## src/hw/rtl/ipf_pkg.sv

```systemverilog
// Shared types, character codes and helper functions for the IP address text formatter.
`timescale 1ns / 1ps
`default_nettype none
package ipf_pkg;

  localparam int HEXTETS = 8;
  localparam int HEXTET_W = 16;
  localparam int ADDR_W = 64;
  localparam int CHAR_W = 7;

  localparam logic [CHAR_W-1:0] CH_ZERO = 7'h30;
  localparam logic [CHAR_W-1:0] CH_HEX_ALPHA_BASE = 7'h57;
  localparam logic [CHAR_W-1:0] CH_COLON = 7'h3a;
  localparam logic [CHAR_W-1:0] CH_DOT = 7'h2e;
  localparam logic [CHAR_W-1:0] CH_LOWER_A = 7'h61;
  localparam logic [CHAR_W-1:0] CH_LOWER_F = 7'h66;
  localparam logic [CHAR_W-1:0] CH_NINE = 7'h39;

  localparam logic OP_IPV6 = 1'b0;
  localparam logic OP_IPV4 = 1'b1;

  localparam logic [HEXTET_W-1:0] MAPPED_MARK = 16'hffff;

  typedef struct packed {
    logic              opcode;
    logic [ADDR_W-1:0] address_high;
    logic [ADDR_W-1:0] address_low;
  } ipf_in_t;

  typedef struct packed {
    logic [CHAR_W-1:0] char_code;
    logic              last_char;
  } ipf_out_t;

  typedef struct packed {
    logic [2:0] run_start;
    logic [3:0] run_len;
  } scan_res_t;

  function automatic logic [CHAR_W-1:0] hex_ascii(input logic [3:0] d);
    logic [CHAR_W-1:0] base;
    base = (d < 4'd10) ? CH_ZERO : CH_HEX_ALPHA_BASE;
    return base + CHAR_W'(d);
  endfunction

  function automatic logic [1:0] hex_top_pos(input logic [HEXTET_W-1:0] h);
    logic [1:0] pos;
    if (h[15:12] != 4'd0) begin
      pos = 2'd3;
    end else if (h[11:8] != 4'd0) begin
      pos = 2'd2;
    end else if (h[7:4] != 4'd0) begin
      pos = 2'd1;
    end else begin
      pos = 2'd0;
    end
    return pos;
  endfunction

endpackage
`default_nettype wire

```

## src/hw/rtl/ipf_zero_scan.sv

```systemverilog
// Longest zero-hextet run finder, one hextet compared per cycle.
`timescale 1ns / 1ps
`default_nettype none
module ipf_zero_scan import ipf_pkg::*; (
  input  wire logic                            clk,
  input  wire logic                            rst,
  input  wire logic                            start,
  input  wire logic [HEXTETS-1:0][HEXTET_W-1:0] hextets,
  output logic                                 done,
  output scan_res_t                            res
);

  logic       active;
  logic [2:0] idx;
  logic [2:0] cur_start;
  logic [3:0] cur_len;

  logic [HEXTET_W-1:0] h;
  logic                is_zero;
  logic [3:0]          cur_len_next;
  logic [2:0]          cur_start_next;

  // hextet 0 sits in the top slot
  assign h = hextets[3'(3'd7 - idx)];
  assign is_zero = (h == '0);
  assign cur_len_next = is_zero ? 4'(cur_len + 4'd1) : 4'd0;
  assign cur_start_next = (is_zero && cur_len == 4'd0) ? idx : cur_start;

  always_ff @(posedge clk) begin
    if (rst) begin
      active <= 1'b0;
      done <= 1'b0;
    end else begin
      done <= 1'b0;
      if (start) begin
        active <= 1'b1;
      end else if (active && idx == 3'd7) begin
        active <= 1'b0;
        done <= 1'b1;
      end
    end
  end

  always_ff @(posedge clk) begin
    if (start) begin
      idx <= 3'd0;
      cur_len <= 4'd0;
      cur_start <= 3'd0;
      res.run_start <= 3'd0;
      res.run_len <= 4'd0;
    end else if (active) begin
      idx <= 3'(idx + 3'd1);
      cur_len <= cur_len_next;
      cur_start <= cur_start_next;
      // strict compare keeps the leftmost run on a tie
      if (cur_len_next > res.run_len) begin
        res.run_start <= cur_start_next;
        res.run_len <= cur_len_next;
      end
    end
  end

endmodule
`default_nettype wire

```

## src/hw/rtl/ipf_dec_digit.sv

```systemverilog
// Octet digits: hundreds by subtraction, tens by constant reciprocal, ones as remainder.
`timescale 1ns / 1ps
`default_nettype none
module ipf_dec_digit import ipf_pkg::*; (
  input  wire logic [7:0] octet,
  input  wire logic [1:0] pos,
  output logic [1:0]      top_pos,
  output logic [3:0]      digit
);

  logic [1:0]  hund;
  logic [7:0]  rem8;
  logic [6:0]  rem7;
  logic [14:0] prod;
  logic [3:0]  tens;
  logic [6:0]  tens_x10;
  logic [6:0]  ones7;

  always_comb begin
    if (octet >= 8'd200) begin
      hund = 2'd2;
      rem8 = octet - 8'd200;
    end else if (octet >= 8'd100) begin
      hund = 2'd1;
      rem8 = octet - 8'd100;
    end else begin
      hund = 2'd0;
      rem8 = octet;
    end
  end

  assign rem7 = rem8[6:0];
  // r / 10 == (r * 205) >> 11 for r below 100
  assign prod = 15'(rem7) * 15'd205;
  assign tens = prod[14:11];
  assign tens_x10 = {tens, 3'b000} - {2'b00, tens, 1'b0} + {1'b0, tens, 2'b00};
  assign ones7 = rem7 - tens_x10;

  assign top_pos = (octet >= 8'd100) ? 2'd2 : ((octet >= 8'd10) ? 2'd1 : 2'd0);

  always_comb begin
    case (pos)
      2'd2:    digit = {2'b00, hund};
      2'd1:    digit = tens;
      default: digit = ones7[3:0];
    endcase
  end

endmodule
`default_nettype wire

```

## src/hw/rtl/ip_address_text_formatter_core.sv

```systemverilog
// Top level: formats one IPv4 or IPv6 address into ASCII characters, one per strobe.
// IPv4: after accept, characters follow one per cycle; no new address is accepted before the last one.
// IPv6: zero-run scan in the ipf_zero_scan unit, then characters one per cycle
//   (up to 39 characters); no new address is accepted before the last one.
// busy stays high from accept until the final character is issued (n characters per item).
// Reset (synchronous, active high) returns to idle and drops the strobe; the receiver cannot stall.
`timescale 1ns / 1ps
`default_nettype none
module ip_address_text_formatter_core import ipf_pkg::*; (
  input  wire logic     clk,
  input  wire logic     rst,
  input  wire logic     start,
  input  wire ipf_in_t  cmd,
  output logic          busy,
  output logic          strobe,
  output ipf_out_t      result
);

  localparam logic [2:0] S_IDLE  = 3'd0;
  localparam logic [2:0] S_SCAN  = 3'd1;
  localparam logic [2:0] S_HEX   = 3'd2;
  localparam logic [2:0] S_COLON = 3'd3;
  localparam logic [2:0] S_COL1  = 3'd4;
  localparam logic [2:0] S_COL2  = 3'd5;
  localparam logic [2:0] S_DEC   = 3'd6;
  localparam logic [2:0] S_DOT   = 3'd7;

  logic [2:0]        state;
  logic [ADDR_W-1:0] addr_high;
  logic [ADDR_W-1:0] addr_low;
  logic [31:0]       word32;
  logic [2:0]        grp;
  logic [1:0]        nib;
  logic [1:0]        oct;
  logic [1:0]        dig;
  logic              first;
  logic              to_v4;

  logic                             accept;
  logic [HEXTETS-1:0][HEXTET_W-1:0] hv;
  logic [3:0][7:0]                  ov;
  logic                             scan_done;
  scan_res_t                        scan_res;
  logic                             compress;
  logic                             mapped;
  logic [3:0]                       run_end;
  logic [HEXTET_W-1:0]              hx;
  logic [1:0]                       hex_pos;
  logic [3:0]                       hex_digit;
  logic [7:0]                       octet;
  logic [1:0]                       dec_top;
  logic [1:0]                       dec_pos;
  logic [3:0]                       dec_digit;

  assign accept = start && !busy;
  assign busy = (state != S_IDLE);

  assign hv = {addr_high, addr_low};
  assign ov = word32;

  ipf_zero_scan u_scan (
    .clk     (clk),
    .rst     (rst),
    .start   (accept && cmd.opcode == OP_IPV6),
    .hextets (hv),
    .done    (scan_done),
    .res     (scan_res)
  );

  assign compress = (scan_res.run_len > 4'd1);
  assign mapped = compress && scan_res.run_start == 3'd0 && scan_res.run_len == 4'd5
                  && hv[2] == MAPPED_MARK;
  assign run_end = 4'({1'b0, scan_res.run_start} + scan_res.run_len);

  assign hx = hv[3'(3'd7 - grp)];
  assign hex_pos = first ? hex_top_pos(hx) : nib;

  always_comb begin
    case (hex_pos)
      2'd3:    hex_digit = hx[15:12];
      2'd2:    hex_digit = hx[11:8];
      2'd1:    hex_digit = hx[7:4];
      default: hex_digit = hx[3:0];
    endcase
  end

  assign octet = ov[2'(2'd3 - oct)];
  assign dec_pos = first ? dec_top : dig;

  ipf_dec_digit u_dec (
    .octet   (octet),
    .pos     (dec_pos),
    .top_pos (dec_top),
    .digit   (dec_digit)
  );

  always_ff @(posedge clk) begin
    if (rst) begin
      state <= S_IDLE;
      strobe <= 1'b0;
    end else begin
      strobe <= 1'b0;
      case (state)
        S_IDLE: begin
          if (accept) begin
            addr_high <= cmd.address_high;
            addr_low <= cmd.address_low;
            word32 <= cmd.address_low[31:0];
            oct <= 2'd0;
            first <= 1'b1;
            to_v4 <= 1'b0;
            state <= (cmd.opcode == OP_IPV4) ? S_DEC : S_SCAN;
          end
        end
        S_SCAN: begin
          if (scan_done) begin
            grp <= 3'd0;
            first <= 1'b1;
            state <= (compress && scan_res.run_start == 3'd0) ? S_COL1 : S_HEX;
          end
        end
        S_HEX: begin
          strobe <= 1'b1;
          result.char_code <= hex_ascii(hex_digit);
          result.last_char <= 1'b0;
          if (hex_pos != 2'd0) begin
            nib <= 2'(hex_pos - 2'd1);
            first <= 1'b0;
          end else if (grp == 3'd7) begin
            result.last_char <= 1'b1;
            state <= S_IDLE;
          end else if (mapped && grp == 3'd5) begin
            // switch to dotted quad from hextets 6 and 7
            word32 <= {hv[1], hv[0]};
            to_v4 <= 1'b1;
            state <= S_COLON;
          end else if (compress && 3'(grp + 3'd1) == scan_res.run_start) begin
            grp <= 3'(grp + 3'd1);
            state <= S_COL1;
          end else begin
            grp <= 3'(grp + 3'd1);
            state <= S_COLON;
          end
        end
        S_COLON: begin
          strobe <= 1'b1;
          result.char_code <= CH_COLON;
          result.last_char <= 1'b0;
          first <= 1'b1;
          oct <= 2'd0;
          state <= to_v4 ? S_DEC : S_HEX;
        end
        S_COL1: begin
          strobe <= 1'b1;
          result.char_code <= CH_COLON;
          result.last_char <= 1'b0;
          state <= S_COL2;
        end
        S_COL2: begin
          strobe <= 1'b1;
          result.char_code <= CH_COLON;
          result.last_char <= (run_end == 4'd8);
          first <= 1'b1;
          grp <= run_end[2:0];
          state <= (run_end == 4'd8) ? S_IDLE : S_HEX;
        end
        S_DEC: begin
          strobe <= 1'b1;
          result.char_code <= CH_ZERO + CHAR_W'(dec_digit);
          result.last_char <= 1'b0;
          if (dec_pos != 2'd0) begin
            dig <= 2'(dec_pos - 2'd1);
            first <= 1'b0;
          end else if (oct == 2'd3) begin
            result.last_char <= 1'b1;
            state <= S_IDLE;
          end else begin
            state <= S_DOT;
          end
        end
        S_DOT: begin
          strobe <= 1'b1;
          result.char_code <= CH_DOT;
          result.last_char <= 1'b0;
          oct <= 2'(oct + 2'd1);
          first <= 1'b1;
          state <= S_DEC;
        end
        default: begin
          state <= S_IDLE;
        end
      endcase
    end
  end

`ifndef SYNTHESIS
  a_last_ends_item: assert property (@(posedge clk) disable iff (rst)
    strobe && result.last_char |=> !strobe)
    else $error("character issued right after the final character");

  a_accept_busy: assert property (@(posedge clk) disable iff (rst)
    start && !busy |=> busy)
    else $error("busy not raised after accept");

  a_more_pending: assert property (@(posedge clk) disable iff (rst)
    strobe && !result.last_char |-> busy)
    else $error("idle while an address text is unfinished");

  a_char_set: assert property (@(posedge clk) disable iff (rst)
    strobe |-> ((result.char_code >= CH_ZERO && result.char_code <= CH_NINE)
             || (result.char_code >= CH_LOWER_A && result.char_code <= CH_LOWER_F)
             || result.char_code == CH_COLON || result.char_code == CH_DOT))
    else $error("character outside the address alphabet");
`endif

endmodule
`default_nettype wire

```

## config.mk

```make
export PLATFORM = sky130hd
export DESIGN_NAME = ip_address_text_formatter_core
export DESIGN_NICKNAME = d
export VERILOG_FILES = /design/src/hw/rtl/ipf_pkg.sv /design/src/hw/rtl/ipf_zero_scan.sv /design/src/hw/rtl/ipf_dec_digit.sv /design/src/hw/rtl/ip_address_text_formatter_core.sv
export SDC_FILE = /design/constraint.sdc
export NUM_CORES = 1
export LEC_CHECK = 0
export ABC_AREA = 1
export BUFFER_PORTS_ARGS = -buffer_cell sky130_fd_sc_hd__clkbuf_2
export CORE_ASPECT_RATIO = 1.5
export CORE_MARGIN = 2
export CORE_UTILIZATION = 25
export CTS_BUF_LIST = sky130_fd_sc_hd__clkbuf_4
export CTS_CLUSTER_DIAMETER = 150
export DETAILED_ROUTE_END_ITERATION = 10
export HOLD_SLACK_MARGIN = 0.05
export SLEW_MARGIN = 0
export SYNTH_ARGS = -nofsm -noshare
export SYNTH_HDL_FRONTEND = slang
export SYNTH_SLANG_ARGS = --single-unit
export TNS_END_PERCENT = 20
```

## constraint.sdc

```tcl
create_clock -name clk -period 6.6 [get_ports clk]
set_input_delay 0.33 -clock clk [delete_from_list [all_inputs] [get_ports clk]]
set_output_delay 0.33 -clock clk [all_outputs]
set_load 0.02 [all_outputs]
```

==> impl_metrics.json <==
{
  "floorplan.die.height_um": 266,
  "type_of_the_most_critical_hold_path": "in -> reg",
  "worst_ep_required_time_ns": 7.06,
  "timing_max_transition_violations_final": 0,
  "clk_pin_slew_ns": 0.08,
  "layoutNonFillerInstCount": 2187,
  "finClkSkew_ns": 0.0461,
  "synthesized_area_fraction_occupied_by_adder_cells_pct": 9.32,
  "area_of_the_core_mm2": 0.0449,
  "chipWidth_um": 178,
  "gr-usage-all-layers_pct": 15.2,
  "pin_count_of_the_biggest_net_entering_global_routing": 70,
  "cts_num_sinks": 202,
  "synth.mux.area_fraction_pct": 0,
  "list_of_most_frequent_post_synthesis_cells": "sky130_fd_sc_hd__nand2_1 (268), sky130_fd_sc_hd__edfxtp_1 (179), sky130_fd_sc_hd__inv_1 (158), sky130_fd_sc_hd__nor2_1 (98), sky130_fd_sc_hd__o21ai_0 (94)",
  "clock_tree.root_cell": "sky130_fd_sc_hd__clkbuf_4",
  "hold_viol": 0,
  "wire_length_of_the_first_global_routing_pass_um": 55800,
  "synth-simple-area-share_pct": 19.9,
  "dpl.cell_count": 1954,
  "starting_density_of_the_core_pct": 25.4,
  "result_of_the_run": "complete, no violations",
  "grt-ovfl-total": 0,
  "tritoncts_clock_tree": "built",
  "layout.filler_cells": 4625,
  "yosys.cell_count.top_type": "sky130_fd_sc_hd__nand2_1",
  "drt-total-wl_um": 36000,
  "avg_vias_per_cell": 4.64,
  "top_area_cell_type_share_of_the_netlist_area_pct": 47.1,
  "timing_worst_slew_pin_value_ns": 0.883,
  "drtPass1Iterations": 5,
  "synth-seq-cells": 202,
  "fmax_mhz": 159,
  "post-synth-top-area-cell": "sky130_fd_sc_hd__edfxtp_1",
  "synthesis.instances": 1248,
  "setup.worst_path.end_class": "register",
  "placement_rows": 95,
  "ratio_of_cells_with_drive_above_1_in_the_final_layout_pct": 20.0,
  "cts_inserted_buffers": 47,
  "relSlewSlack_pct": 40.6,
  "biggest_cell_delay_along_the_critical_path_ns": 0.53,
  "critPathArrivalTime_ns": 6.74,
  "critical_path.slowest_cell": "sky130_fd_sc_hd__edfxtp_1",
  "yosysWarningCount": 0,
  "port_buffers": 141,
  "num_vias": 10200,
  "clkLatencyLatePin_ns": 0.71,
  "hpwl_um": 26400,
  "final.period_utilization_pct": 95.1,
  "clock_path_buffers": 3,
  "critical_path_class": "reg -> reg",
  "antenna_found_initial": 1,
  "synth_to_layout_area_growth_pct": 31.7,
  "share_of_async_settable_or_async_resettable_flops_after_synthesis_pct": 0,
  "ctsHtreeMaxLevel": 2,
  "grt_pass1_vias": 10600,
  "syn-num-nets": 1459,
  "crit_fanout": 7,
  "critical-path-top-cell-by-count": "sky130_fd_sc_hd__nand2_1",
  "nets": 1780,
  "ioPinCount": 142,
  "avgRoutedWirePerCell_um": 16.5,
  "synth_cell_type_count": 52,
  "design.die.area_mm2": 0.0474,
  "synth_compound_area_share_pct": 11.1,
  "synth_xor_xnor_area_share_pct": 1.07,
  "netlist_area_before_placement_mm2": 0.0114,
  "drt-initial-drc-count": 621,
  "synthesis.area_per_instance_um2": 9.14,
  "synth_flop_cell": "sky130_fd_sc_hd__edfxtp_1",
  "worstSetupStartpointType": "register",
  "drt_drc_violations_left": 0,
  "synth_enable_flop_cells": 179,
  "final.min_clock_period_ns": 6.28,
  "setup-violations-final": 0,
  "drtAntennaViolNets": 0,
  "gp_congestion": 0.906,
  "synth.area.top_cells": "sky130_fd_sc_hd__edfxtp_1 (47%), sky130_fd_sc_hd__nand2_1 (8.8%), sky130_fd_sc_hd__ha_1 (7.6%)",
  "ys_seq_area_share_pct": 51.2,
  "synth_top_family_by_area": "simple AND/OR/NAND/NOR gates",
  "timing.max_cap.violations": 0
}
[layer usage]
metal | track usage (%) | routed length [um] | vias up | share of wire [%]
li1 | - | - | 4937 | -
met1 | 15.2 | 12900 | 4795 | 36
met5 | 0 | 0 | - | 0
met2 | 29.8 | 19900 | 314 | 55
met3 | 2.29 | 1530 | 104 | 4.2
met4 | 7.65 | 1700 | 0 | 4.7
[cell families (layout without fill, tap and decap cells)]
family | Yosys count | count (layout)
AO/OA/AOI/OAI | 228 | 228
AND/OR/NAND/NOR | 517 | 517
flip-flops | 202 | 202
other | 0 | 1
adder cells (fa/ha/maj) | 79 | 79
XOR/XNOR | 14 | 14
buffers and inverters | 208 | 564
[cells in the final DEF, fill, tap and decap left out, drive strengths merged, types with 2 or more instances in the layout]
cell type	netlist	final
clkinv	1	23
nor4	17	17
dfxtp	23	23
nor3	16	16
a22oi	4	4
a211oi	2	2
o22ai	7	7
o41ai	6	6
nor3b	2	2
fa	10	10
nand2	280	280
o31ai	2	2
nor2	101	101
a31oi	4	4
nand3	75	75
o2111ai	2	2
a31o	2	2
ha	69	69
o21a	5	5
nand4	21	21
or2	2	2
a21oi	61	61
o211ai	4	4
clkbuf	14	202
buf	27	41
inv	166	167
o21ai	123	123
dlygate4sd3	0	130
xnor2	5	5
xor2	9	9
edfxtp	179	179
[state kept, by name, indices dropped and copies added, names as in the netlist, 3 cells and up]
name              flops
grp                   3
addr_high            64
u_scan.cur_start      3
u_scan.res            7
result                8
ov                   32
state                 3
u_scan.cur_len        4
addr_low             64
u_scan.idx            3
[worst max-delay path, delay by kind of cell (launching register included)]
kind / cells / cell delay, ns
AND/OR/NAND/NOR: 22 / 1.75
AO/OA/AOI/OAI: 3 / 0.30
XOR/XNOR: 3 / 0.57
buffers and inverters: 5 / 0.44
adder cells (fa/ha/maj): 8 / 2.45
flip-flops: 1 / 0.53
[final cells by class]
| class | instances | area [um^2] | share of cell area, % |
|---|---|---|---|
| antenna | 1 | 2.50 | 0.0167 |
| inverter | 167 | 629 | 4.19 |
| clock buffer | 60 | 450 | 3.00 |
| multi-input combinational | 838 | 4910 | 32.7 |
| tap | 582 | 728 | 4.85 |
| sequential | 202 | 5840 | 38.8 |
| clock inverter | 24 | 124 | 0.824 |
| timing repair buffer | 313 | 2350 | 15.6 |
[metrics by stage]
step                      setup WS (ns)  util, %  setup TNS [ns]  instance area, um^2  hold slack (ns)
after floorplan                   0.172        -               0                11400            0.429
after global placement            0.106     28.5               0                12800            0.507
after detailed placement        -0.0669     28.5         -0.0669                12800            0.509
final                             0.321     33.4               0                15000            0.145
after CTS                       0.00850     32.7               0                14700           0.0987
after global routing            -0.0409     33.4         -0.0409                15000            0.169
[final timing paths]
check / startpoint / end / slack [ns] / cells past startpoint
worst max register to register: oct[0] / result[4] / 0.32 / 41
worst min-delay path: start / state[1] / 0.15 / 7
worst min register to register: u_scan.cur_start[1] / u_scan.res[5] / 0.54 / 4
worst max-delay path: oct[0] / result[4] / 0.32 / 41
[repair_timing]
action | CTS | global route
hold endpoints to repair | 168 | 0
buffers inserted | 2 | 15
gates resized for setup | 1 | 36
hold buffers | 130 | 0
setup endpoints to repair | 1 | 2
cloned | 0 | 1
pin swaps | 0 | 27
Power is left out: the tool's default activity adds up to more than one toggle a clock period on the data nets, which glitch-free logic cannot reach.
